==> config.mk <==
export PLATFORM = sky130hd
export DESIGN_NAME = ecq_div
export DESIGN_NICKNAME = d
export VERILOG_FILES = /design/src/hw/rtl/ecq_pkg.sv /design/src/hw/rtl/ecq_div.sv
export SDC_FILE = /design/constraint.sdc
export NUM_CORES = 1
export LEC_CHECK = 0
export BUFFER_PORTS_ARGS = -buffer_cell sky130_fd_sc_hd__clkbuf_2
export CAP_MARGIN = 20
export CORE_ASPECT_RATIO = 2
export CORE_MARGIN = 2
export CORE_UTILIZATION = 43
export CTS_CLUSTER_SIZE = 28
export DETAILED_ROUTE_END_ITERATION = 8
export GPL_ROUTABILITY_DRIVEN = 0
export SYNTH_ARGS = -nofsm -noshare
export SYNTH_HDL_FRONTEND = slang
export SYNTH_SLANG_ARGS = --single-unit
==> constraint.sdc <==
create_clock -name clk -period 7.8 [get_ports clk]
set_input_delay 1.95 -clock clk [delete_from_list [all_inputs] [get_ports clk]]
set_output_delay 1.95 -clock clk [all_outputs]
set_load 0.02 [all_outputs]
==> src/hw/rtl/ecq_pkg.sv <==
// ----------------------------------------------------------------------------
// ecq_pkg: shared types and constants of the EC-QMMF site update
// Command, status and register codes, the divider request and response
// structs, the sequencer states and the fixed-point clamp helpers.
// ----------------------------------------------------------------------------
package ecq_pkg;

  // Default sizes, overridable on the top level
  localparam int MAX_SITES_DEF     = 4096;
  localparam int MAX_CLASSES_DEF   = 8;
  localparam int MAX_NEIGHBORS_DEF = 32;

  // Stream and register widths fixed by the item layout
  localparam int S_TDATA_W = 80;
  localparam int M_TDATA_W = 32;
  localparam int CMD_W     = 3;
  localparam int SITE_W    = 12;
  localparam int CLS_W     = 3;
  localparam int PROB_W    = 16;
  localparam int CFG_IDX_W = 2;
  localparam int CFG_W     = 32;
  localparam int STS_W     = 2;

  // Divider and fixed-point formats
  localparam int DIV_W = 64;
  localparam int FRAC  = 22;
  localparam logic signed [DIV_W-1:0] SAT_LIM   = 64'sh0000_0100_0000_0000;
  localparam logic signed [DIV_W-1:0] ONE_Q22   = 64'sh0000_0000_0040_0000;
  localparam logic signed [DIV_W-1:0] ONE_Q38   = 64'sh0000_0040_0000_0000;
  localparam logic signed [DIV_W-1:0] Q15_ONE_W = 64'sh0000_0000_0000_8000;
  localparam logic [PROB_W-1:0]       Q15_ONE   = 16'h8000;

  // Command codes
  localparam logic [CMD_W-1:0] CMD_LOAD     = 3'd0;
  localparam logic [CMD_W-1:0] CMD_NEIGHBOR = 3'd1;
  localparam logic [CMD_W-1:0] CMD_COST     = 3'd2;
  localparam logic [CMD_W-1:0] CMD_UPDATE   = 3'd3;
  localparam logic [CMD_W-1:0] CMD_READ     = 3'd4;

  // Status codes
  localparam logic [STS_W-1:0] STS_OK        = 2'd0;
  localparam logic [STS_W-1:0] STS_NO_NB     = 2'd1;
  localparam logic [STS_W-1:0] STS_ZERO_DEN  = 2'd2;
  localparam logic [STS_W-1:0] STS_ZERO_NORM = 2'd3;

  // Register indexes
  localparam logic [CFG_IDX_W-1:0] CFG_LAMBDA = 2'd0;
  localparam logic [CFG_IDX_W-1:0] CFG_MU     = 2'd1;
  localparam logic [CFG_IDX_W-1:0] CFG_COUNT  = 2'd2;

  typedef struct packed {
    logic                    start;
    logic signed [DIV_W-1:0] dividend;
    logic signed [DIV_W-1:0] divisor;
  } div_req_t;

  typedef struct packed {
    logic                    busy;
    logic                    done;
    logic signed [DIV_W-1:0] quotient;
  } div_rsp_t;

  typedef enum logic [4:0] {
    S_IDLE, S_READ_RD, S_READ_OUT, S_NB_RD, S_NB_ACC,
    S_UP_LC, S_UP_LC2, S_UP_MUL, S_UP_N16,
    S_A_DIV, S_A_WAIT, S_B_DIV, S_B_WAIT, S_M_DIV, S_M_WAIT,
    S_P_DIV, S_P_WAIT, S_Q_DIV, S_Q_WAIT, S_Q_OUT,
    S_STAT_OUT, S_CLEAR
  } state_t;

  // Clamp to +-2^40
  function automatic logic signed [DIV_W-1:0] sat40(input logic signed [DIV_W-1:0] v);
    if (v < -SAT_LIM) return -SAT_LIM;
    else if (v > SAT_LIM) return SAT_LIM;
    else return v;
  endfunction

  // Clamp to [0, 1.0] in Q1.15
  function automatic logic [PROB_W-1:0] clip_prob(input logic signed [DIV_W-1:0] v);
    if (v < 0) return '0;
    else if (v > Q15_ONE_W) return Q15_ONE;
    else return v[PROB_W-1:0];
  endfunction

endpackage

==> src/hw/rtl/ecq_div.sv <==
// ----------------------------------------------------------------------------
// ecq_div: shared signed divider
// Restoring division on magnitudes, one quotient bit a cycle, quotient
// truncated toward zero. Done pulses as the last quotient bit is registered.
// ----------------------------------------------------------------------------
module ecq_div (
  input  logic             clk,
  input  logic             rst,
  input  ecq_pkg::div_req_t req,
  output ecq_pkg::div_rsp_t rsp
);
  import ecq_pkg::*;

  localparam int CNT_W = $clog2(DIV_W);

  logic             busy;
  logic             done;
  logic [CNT_W-1:0] cnt;
  logic [DIV_W-1:0] num;
  logic [DIV_W-1:0] dmag;
  logic [DIV_W:0]   rem;
  logic [DIV_W-1:0] quo;
  logic             neg;
  logic [DIV_W:0]   rem_sh;
  logic             fits;

  // Shift in the next dividend bit and trial-subtract
  assign rem_sh = {rem[DIV_W-1:0], num[DIV_W-1]};
  assign fits   = rem_sh >= {1'b0, dmag};

  always_ff @(posedge clk) begin
    if (rst) begin
      busy <= 1'b0;
      done <= 1'b0;
      cnt  <= '0;
    end else begin
      done <= 1'b0;
      if (req.start) begin
        busy <= 1'b1;
        cnt  <= '0;
      end else if (busy) begin
        cnt <= cnt + CNT_W'(1);
        if (cnt == CNT_W'(DIV_W - 1)) begin
          busy <= 1'b0;
          done <= 1'b1;
        end
      end
    end
  end

  // Datapath: load magnitudes, then iterate
  always_ff @(posedge clk) begin
    if (req.start) begin
      num  <= req.dividend[DIV_W-1] ? DIV_W'(-req.dividend) : req.dividend;
      dmag <= req.divisor[DIV_W-1] ? DIV_W'(-req.divisor) : req.divisor;
      neg  <= req.dividend[DIV_W-1] ^ req.divisor[DIV_W-1];
      rem  <= '0;
      quo  <= '0;
    end else if (busy) begin
      num <= {num[DIV_W-2:0], 1'b0};
      rem <= fits ? rem_sh - {1'b0, dmag} : rem_sh;
      quo <= {quo[DIV_W-2:0], fits};
    end
  end

  assign rsp.busy     = busy;
  assign rsp.done     = done;
  assign rsp.quotient = neg ? -$signed(quo) : $signed(quo);

endmodule
==> results of run 1 <==
power groups by stage:
stage / Clock [W] / Sequential (W) / Combinational (W)
after floorplan: 0 / 0.00165 / 0.000840
after global placement: 0 / 0.00167 / 0.00112
after detailed placement: 0 / 0.00167 / 0.00112
after CTS: 0.00149 / 0.00164 / 0.00113
after global routing: 0.00155 / 0.00165 / 0.00126
final: 0.00145 / 0.00164 / 0.00113
metrics by stage:
step,worst slack [ns],std cells
6_report,1.50,2794
5_1_grt,1.16,2794
4_1_cts,1.40,2794
3_5_place_dp,2.05,2740
3_3_place_gp,2.14,2740
2_1_floorplan,2.48,2105
how the worst max path moves through the flow:
stage | from | end | slack [ns] | depth (start not counted)
final | quo[6] | rsp[62] | 1.50 | 10
after global routing | quo[6] | rsp[62] | 1.16 | 10
after CTS | quo[6] | rsp[62] | 1.40 | 10
after detailed placement | quo[6] | rsp[62] | 2.05 | 10
after global placement | quo[6] | rsp[62] | 2.14 | 10
after floorplan | quo[15] | rsp[63] | 2.48 | 10
critical path: stages, from the launching register on:
cell and delay (ns):
dfxtp_1 0.36, or4_1 0.62, or4_1 0.49, or4_1 0.60
nor4_1 0.39, nand2_1 0.21, o41ai_1 0.44, nand2_1 0.16
a21oi_1 0.18, xnor2_1 0.13, clkbuf_2 0.18
sequential cells by signal (all words and copies together) (netlist names):
register / flops
done: 1
busy: 1
num: 64
quo: 64
neg: 1
cnt: 6
rem: 64
dmag: 64
kinds of logic after synthesis:
| kind of cell | share of synthesized area |
|---|---|
| and+or+nand+nor | 0.188 |
| muxes | 0.0451 |
| buffers and inverters | 0.0447 |
| xor gates and xnor gates | 0.118 |
| adders and majority gates | 0.0484 |
| AOI/OAI and AO/OA | 0.189 |
| DFF | 0.367 |
Yosys cell counts (4+ instances only):
library cell	n	share of area
a21oi_1	161	0.045
xor2_1	82	0.040
or4_4	4	0.0025
nand3b_1	4	0.0017
nand2_1	213	0.044
nand4_1	26	0.0090
or2_2	15	0.0052
o21bai_1	15	0.0063
a311oi_1	45	0.022
xnor2_1	160	0.078
o21ai_0	115	0.032
buf_1	16	0.0033
a211oi_1	16	0.0067
ha_1	68	0.047
inv_1	96	0.020
or3_1	37	0.013
mux2_2	9	0.0056
nor2b_1	10	0.0035
nor3_1	28	0.0078
a31oi_1	6	0.0021
nor4_1	18	0.0063
o31a_1	4	0.0019
or3_4	4	0.0025
a21o_1	36	0.015
and3_1	16	0.0056
or4_1	24	0.010
a221oi_1	4	0.0019
edfxtp_1	129	0.22
o31ai_1	52	0.022
and2_1	7	0.0024
nand2b_1	19	0.0066
o21a_1	7	0.0029
mux2i_1	71	0.039
o41ai_1	28	0.014
a211o_1	4	0.0019
nor2_1	240	0.050
clkbuf_1	94	0.020
dfxtp_1	136	0.15
nand3_1	32	0.0089
routing by layer:
layer | global-route usage | vias up | part of all wire
li1 | - | 7806 | -
met1 | 0.268 | 7139 | 0.45
met2 | 0.346 | 309 | 0.48
met3 | 0.0376 | 69 | 0.055
met4 | 0.0539 | 2 | 0.024
met5 | 0 | - | 0.00031
final cells by class:
cell class	instances	area share
Inverter	97	0.0179
Clock inverter	15	0.00942
Multi-Input combinational cell	1629	0.521
Clock buffer	39	0.0400
Timing Repair Buffer	209	0.0535
Tap cell	540	0.0332
Sequential cell	265	0.325
==> flow_metrics.tcl, run 1 <==
set metrics [dict create \
    drt_iter0_markers 621 \
    setup_violations 0 \
    power_density_mw_per_mm2 207 \
    period_needed_ns 6.30 \
    grt_pass1_vias 14600 \
    multi_input_area_sq_mm 0.0106 \
    fin_skew_ns 0.0145 \
    cts_setup_buffers 0 \
    clock_latency_ns 0.58 \
    cts_max_path_buffers 3 \
    post-route-drc-count 0 \
    hold_path_class "flip-flop to flip-flop" \
    num_io_pins 197 \
    hold_buffers 0 \
    row_count 106 \
    syn_inst 2105 \
    synth_seq_area_share 0.367 \
    clk_pin_slew_ns 0.06 \
    p_clk_frac 0.343 \
    post-route-period-util 0.808 \
    synthArstFlopShare 0 \
    htreeDepth 1 \
    register_area_sq_mm 0.00660 \
    drt-total-wl_mm 45.3 \
    ir_drop_v 0.000189 \
    final.fill_count 4096 \
    slew_headroom 0.301 \
    whs_path_depth 2 \
    rr_endpoint "rem[63]" \
    synth_ff_type "dfxtp_1" \
    avgViaCountPerCell 5.48 \
    synth_seq_cells 265 \
    fin_hold_ws_ns 0.490 \
    fin_area_sq_mm 0.0203 \
    cts_buffers 29 \
    reg2reg_from "dmag[60]" \
    dieArea_sq_mm 0.0436 \
    grt_pass1_wl_mm 73.9 \
    avgRoutedWirePerCell_um 16.2 \
    cts_tree "built" \
    ys_warn_count 0 \
    holdPathEnd "cnt[5]" \
    drive_gt1_frac 0.136 \
    fmax_mhz 159 \
    power_switching_w 0.00133 \
    drv_slew 0 \
    final_cell_mix "nor2_1 (240), nand2_1 (213), clkbuf_2 (195)" \
    p_seq_frac 0.390 \
    drtAntennaViolNets 0 \
    hold_start "cnt[5]" \
    syn_area_per_cell_sq_um 8.55 \
    syn2layout_area_growth_pct 13.0 \
    pwr-share-comb 0.267 \
    worst_setup_path_start_kind "flip-flop" \
    die_y_um 293 \
    dp_hpwl_mm 33.0 \
    status "complete, no violations" \
    core_sq_mm 0.0415 \
    die_x_um 149 \
    utilization 0.490 \
    path_max_fanout 9 \
    tightest_slew_ns 1.05 \
    cp.arrival_ns 4.35 \
    ff2ff_path_depth 14 \
    drv_cap 0 \
    worstSetupPathType "flip-flop to primary output" \
    p_leak_nw 8.33 \
    num_vias 15300 \
    ff2ff_setup_slack_ns 3.33 \
    grt_max_degree 86 \
    rsz0062_at_grt "no" \
    syn-cell-area_sq_mm 0.0180 \
    nNetsFinal 2431 \
    p_sw_frac 0.315 \
    clkSinkCount 265 \
    grt_usage 0.204 \
    hold_violations 0 \
    cts_resized 0 \
    start_util 0.433 \
    syn_nets 2305 \
    cp-end-kind "primary output" \
    critPathRequiredTime_ns 5.85 \
    port_buffers 196 \
    place_area_sq_mm 0.0193 \
    total_power_w 0.00421 \
    root_buffer "clkbuf_16" \
    p_int_w 0.00288 \
    antenna_found_initial 1 \
    overflow 0 \
    drt-pass1-iter-count 5 \
    synth_cell_types 72 \
    num_antenna_cells 0 \
    layout_commonest_cell "nor2_1" \
    fin_tns_setup_ns 0 \
    synth_edf_count 129 \
]
(Power assumes the default switching activity.)
==> run 2: changes to the inputs <==
--- a/config.mk
+++ b/config.mk
@@ -5,6 +5,7 @@
 export SDC_FILE = /design/constraint.sdc
 export NUM_CORES = 1
 export LEC_CHECK = 0
+export ABC_AREA = 1
 export BUFFER_PORTS_ARGS = -buffer_cell sky130_fd_sc_hd__clkbuf_2
 export CAP_MARGIN = 20
 export CORE_ASPECT_RATIO = 2
==> constraint.sdc (replaced) <==
create_clock -name clk -period 6 [get_ports clk]
set_input_delay 1.5 -clock clk [delete_from_list [all_inputs] [get_ports clk]]
set_output_delay 1.5 -clock clk [all_outputs]
set_load 0.02 [all_outputs]
==> flow_metrics.tcl, run 2 <==
set metrics [dict create \
    die_y_um 321 \
    synthSimpleGateAreaFrac 0.367 \
    synthArstFlopShare 0 \
    clkSinkCount 265 \
    core_sq_mm 0.0499 \
    syn_area_per_cell_sq_um 6.31 \
    fin_skew_ns 0.0134 \
    dieArea_sq_mm 0.0522 \
    synth_area_leader_cell "edfxtp_1" \
    syn-cell-area_sq_mm 0.0216 \
    synth_seq_area_share 0.305 \
    drtAntennaViolNets 0 \
    grt_max_degree 63 \
    synth_cell_types 53 \
    worstSetupPathType "flip-flop to primary output" \
    cts_buffers 27 \
    ys_warn_count 0 \
    row_count 116 \
    dp_hpwl_mm 66.0 \
    final.fill_count 5509 \
    p_clk_frac 0.379 \
    cts_max_path_buffers 3 \
    cp-end-kind "primary output" \
    drv_cap 0 \
    path_max_fanout 5 \
    nNetsFinal 3778 \
    synthXorXnorAreaFrac 0.0668 \
    cts_setup_buffers 0 \
    total_power_w 0.00470 \
    power_density_mw_per_mm2 196 \
    pwr-share-comb 0.185 \
    synthAdderAreaFrac 0.0403 \
    synth_common_cells "nand2_1 (941), inv_1 (570), nor2_1 (485)" \
    port_buffers 196 \
    grt_pass1_wl_mm 122 \
    critPathRequiredTime_ns 4.50 \
    synth_compound_area_frac 0.0993 \
    cts_tree "built" \
    rsz0062_at_grt "no" \
    syn_inst 3425 \
    synthTopCellsByArea "edfxtp_1 (18%), nand2_1 (16%), dfxtp_1 (13%)" \
    syn2layout_area_growth_pct 11.2 \
    grt_pass1_vias 22600 \
    final_cell_mix "nand2_1 (941), inv_1 (568), nor2_1 (484)" \
    synth_ff_type "dfxtp_1" \
    root_buffer "clkbuf_16" \
    synth_seq_cells 265 \
    slew_headroom 0.301 \
    num_vias 22400 \
    clk_pin_slew_ns 0.07 \
    power_switching_w 0.00141 \
    grt_usage 0.309 \
    fmax_mhz 208 \
    synth_top_area_frac 0.179 \
    drv_slew 0 \
    hold_violations 0 \
    period_needed_ns 4.80 \
    drive_gt1_frac 0.0920 \
    p_sw_frac 0.299 \
    htreeDepth 1 \
    hold_buffers 0 \
    layout_commonest_cell "nand2_1" \
    p_seq_frac 0.436 \
    drt-pass1-iter-count 6 \
    setup_violations 0 \
    fin_tns_setup_ns 0 \
    synthMuxAreaShare 0 \
    drt_iter0_markers 1210 \
    post-route-drc-count 0 \
    cts_resized 0 \
    hold_path_class "flip-flop to flip-flop" \
    antenna_found_initial 12 \
    tightest_slew_ns 1.04 \
    p_leak_nw 12.0 \
    p_int_w 0.00330 \
    synth_top_family_by_area "simple AND/OR/NAND/NOR gates" \
    overflow 0 \
    post-route-period-util 0.801 \
    yosysMostFrequentCell "nand2_1" \
    num_io_pins 197 \
    drt-total-wl_mm 81.6 \
    ir_drop_v 0.000266 \
    avgRoutedWirePerCell_um 19.2 \
    cp.arrival_ns 3.30 \
    start_util 0.433 \
    synth_edf_count 129 \
    syn_nets 3625 \
    clock_latency_ns 0.57 \
    avgViaCountPerCell 5.27 \
    status "complete, no violations" \
    die_x_um 163 \
    worst_setup_path_start_kind "flip-flop" \
]
[run 2: through the flow]
| stage | hold slack [ns] | util | cell area, sq um | setup WS, ns | cells |
|---|---|---|---|---|---|
| 2_1_floorplan | 0.448 | - | 21600 | 1.69 | 3425 |
| 3_3_place_gp | 0.466 | 0.463 | 23100 | 1.88 | 4198 |
| 3_5_place_dp | 0.465 | 0.463 | 23100 | 1.90 | 4198 |
| 4_1_cts | 0.477 | 0.481 | 24000 | 1.27 | 4247 |
| 5_1_grt | 0.501 | 0.481 | 24000 | 1.06 | 4250 |
| 6_report | 0.477 | 0.482 | 24000 | 1.20 | 4254 |
[run 2: layout make-up]
class,instances,area [sq um],area share
flip-flops and latches,265,6600,0.274
repair buffers,212,1110,0.0460
well taps,649,812,0.0338
clock buffers,41,811,0.0337
inverters,583,2190,0.0911
multi-input cells,2489,12400,0.516
clock inverters,8,103,0.00427
diodes,7,17.5,0.000728
[run 2: cells by family after synthesis]
group / after synthesis
adder cells (fa/ha/maj): 69
AND/OR/NAND/NOR: 1875
flip-flops: 265
buffers and inverters: 671
XOR/XNOR: 165
AO/OA/AOI/OAI: 380
[run 2: path summary, 6_finish.rpt]
kind	start	end	slack, ns	cells past startpoint
setup / recovery	quo[0]	rsp[50]	1.20	11
hold / removal	rem[50]	rem[50]	0.48	2
setup reg to reg	dmag[22]	rem[62]	2.24	16
hold reg to reg	rem[50]	rem[50]	0.48	2
[run 2: critical path, cell delays in order, from the launching register on]
cell	delay, ns
dfxtp_1	0.33
inv_1	0.09
ha_1	0.18
nand3_1	0.11
nor2_2	0.18
nand3_1	0.19
nor2_1	0.16
nand3_1	0.11
nor3_1	0.71
a31oi_1	0.27
xor2_1	0.21
clkbuf_2	0.19
[run 2: power groups by stage]
stage	clock network [W]	registers [W]	logic (W)
finish	0.00178	0.00205	0.000869
global route	0.00187	0.00206	0.000960
CTS	0.00182	0.00205	0.000864
detailed placement	0	0.00209	0.000860
global placement	0	0.00209	0.000860
floorplan	0	0.00208	0.000555
[run 2: layer usage]
layer | wire [um] | vias up | GRT usage
li1 | - | 11200 | -
met1 | 26400 | 10100 | 0.286
met2 | 43000 | 776 | 0.593
met3 | 4540 | 316 | 0.0450
met4 | 7480 | 16 | 0.237
met5 | 105 | - | 0
==> run 3: changes to the inputs <==
==> constraint.sdc (replaced) <==
create_clock -name clk -period 4.7 [get_ports clk]
set_input_delay 1.175 -clock clk [delete_from_list [all_inputs] [get_ports clk]]
set_output_delay 1.175 -clock clk [all_outputs]
set_load 0.02 [all_outputs]
==> flow_metrics.tcl, run 3 (synthesized netlist as in run 2, its figures left out) <==
set metrics [dict create \
    fin_area_sq_mm 0.0242 \
    rsz0062_at_grt "no" \
    cts_buffers 28 \
    drt-pass1-iter-count 5 \
    cts_resized 0 \
    grt_usage 0.313 \
    ir_drop_v 0.000259 \
    layout_commonest_cell "nand2_1" \
    final_cell_mix "nand2_1 (941), inv_1 (568), nor2_1 (484)" \
    core_sq_mm 0.0499 \
    syn2layout_area_growth_pct 11.9 \
    critPathSlowestCell "dfxtp_1" \
    worst_setup_path_start_kind "flip-flop" \
    clkSinkCount 265 \
    post-route-drc-count 0 \
    worstSetupPathType "flip-flop to primary output" \
    num_vias 22700 \
    critPathRequiredTime_ns 3.52 \
    pre_cts_slack_ns 0.927 \
    dieArea_sq_mm 0.0522 \
    antenna_found_initial 8 \
    hold_path_class "flip-flop to flip-flop" \
    avgRoutedWirePerCell_um 19.3 \
    cp-end-kind "primary output" \
    drt_iter0_markers 1324 \
    drv_slew 0 \
    fin_skew_ns 0.0386 \
    slew_headroom 0.144 \
    place_area_sq_mm 0.0232 \
    clock_latency_ns 0.62 \
    num_io_pins 197 \
    grt_max_degree 76 \
    num_antenna_cells 0 \
    tightest_slew_ns 1.27 \
    cp.arrival_ns 3.00 \
    status "complete, no violations" \
    grt_pass1_wl_mm 124 \
    start_util 0.433 \
    port_buffers 196 \
    p_leak_nw 12.1 \
    htreeDepth 1 \
    grt_pass1_vias 22600 \
    die_y_um 321 \
    hold_violations 0 \
    fin_tns_setup_ns 0 \
    drive_gt1_frac 0.0955 \
    fin_ws_ns 0.521 \
    fin_hold_ws_ns 0.474 \
    path_delay_family "simple AND/OR/NAND/NOR gates" \
    crit_chain "inv_1 -> ha_1 -> nand3_1 -> nor2_2 -> nand3_1 -> nor2_1 -> nand3_1 -> o21ai_2 -> o21ai_1 -> a21oi_1 -> xor2_1 -> clkbuf_2" \
    fmax_mhz 239 \
    drt-total-wl_mm 82.2 \
    hold_buffers 0 \
    cts_tree "built" \
    worst-path-buf-inv 2 \
    avgViaCountPerCell 5.32 \
    power_density_mw_per_mm2 256 \
    drv_cap 0 \
    period_needed_ns 4.18 \
    root_buffer "clkbuf_16" \
    row_count 116 \
    setup_violations 0 \
    path_max_fanout 5 \
    die_x_um 163 \
    clk_pin_slew_ns 0.07 \
    nNetsFinal 3789 \
    slowest_delay_ns 0.30 \
    cts_setup_buffers 0 \
    post-route-period-util 0.889 \
    path_common_cell "nand3_1" \
    dp_hpwl_mm 66.2 \
    cts_max_path_buffers 3 \
    drtAntennaViolNets 0 \
    overflow 0 \
]
==> run 3: power breakdown <==
part	switching (W)	leakage (nW)	total, W	internal, W
logic	0.000779	9.24	0.00111	0.000333
clock network	0.00108	0.483	0.00245	0.00137
registers	0.0000456	2.38	0.00262	0.00258
total	0.00190	12.1	0.00619	0.00428
==> run 3: routing by layer <==
layer	vias up	share of wire	track usage
li1	11200	-	-
met1	10300	0.32	0.288
met2	817	0.52	0.588
met3	350	0.053	0.0491
met4	16	0.10	0.271
met5	-	0.0013	0
==> run 3: worst register-to-register path, cell delays in order (launching register included) <==
cell and delay, ns:
edfxtp_1 0.40, inv_1 0.07, ha_1 0.36, nand2_1 0.15, inv_1 0.05, nand2_1 0.07, nand2_1 0.14, a21oi_1 0.21
nor2_1 0.08, nor2_1 0.15, nand2_2 0.17, nand2_4 0.26, nand3_1 0.66, nor2_1 0.29, nor2_1 0.07, nor2_1 0.08
==> run 3: cell type report <==
class,count,area [sq um]
fill,5456,25700
multi-input combinational,2489,12400
sequential,265,6600
inverter,583,2190
timing repair buffer,222,1210
tap,649,812
clock buffer,38,801
clock inverter,14,176
==> run 3: final timing paths <==
check                                to     start  depth (start not counted)  slack, ns
worst max-delay path            rsp[48]    quo[1]                         12       0.52
worst min-delay path             rem[5]    rem[5]                          2       0.47
worst max register to register  rem[19]  dmag[24]                         15       1.44
worst min register to register   rem[5]    rem[5]                          2       0.47
==> run 3: per-stage QoR <==
step / util / instances / power (W)
global placement: 0.465 / 4208 / 0.00377
finish: 0.485 / 4260 / 0.00619
detailed placement: 0.465 / 4208 / 0.00377
global route: 0.485 / 4260 / 0.00641
CTS: 0.485 / 4260 / 0.00621
floorplan: - / 3425 / 0.00336
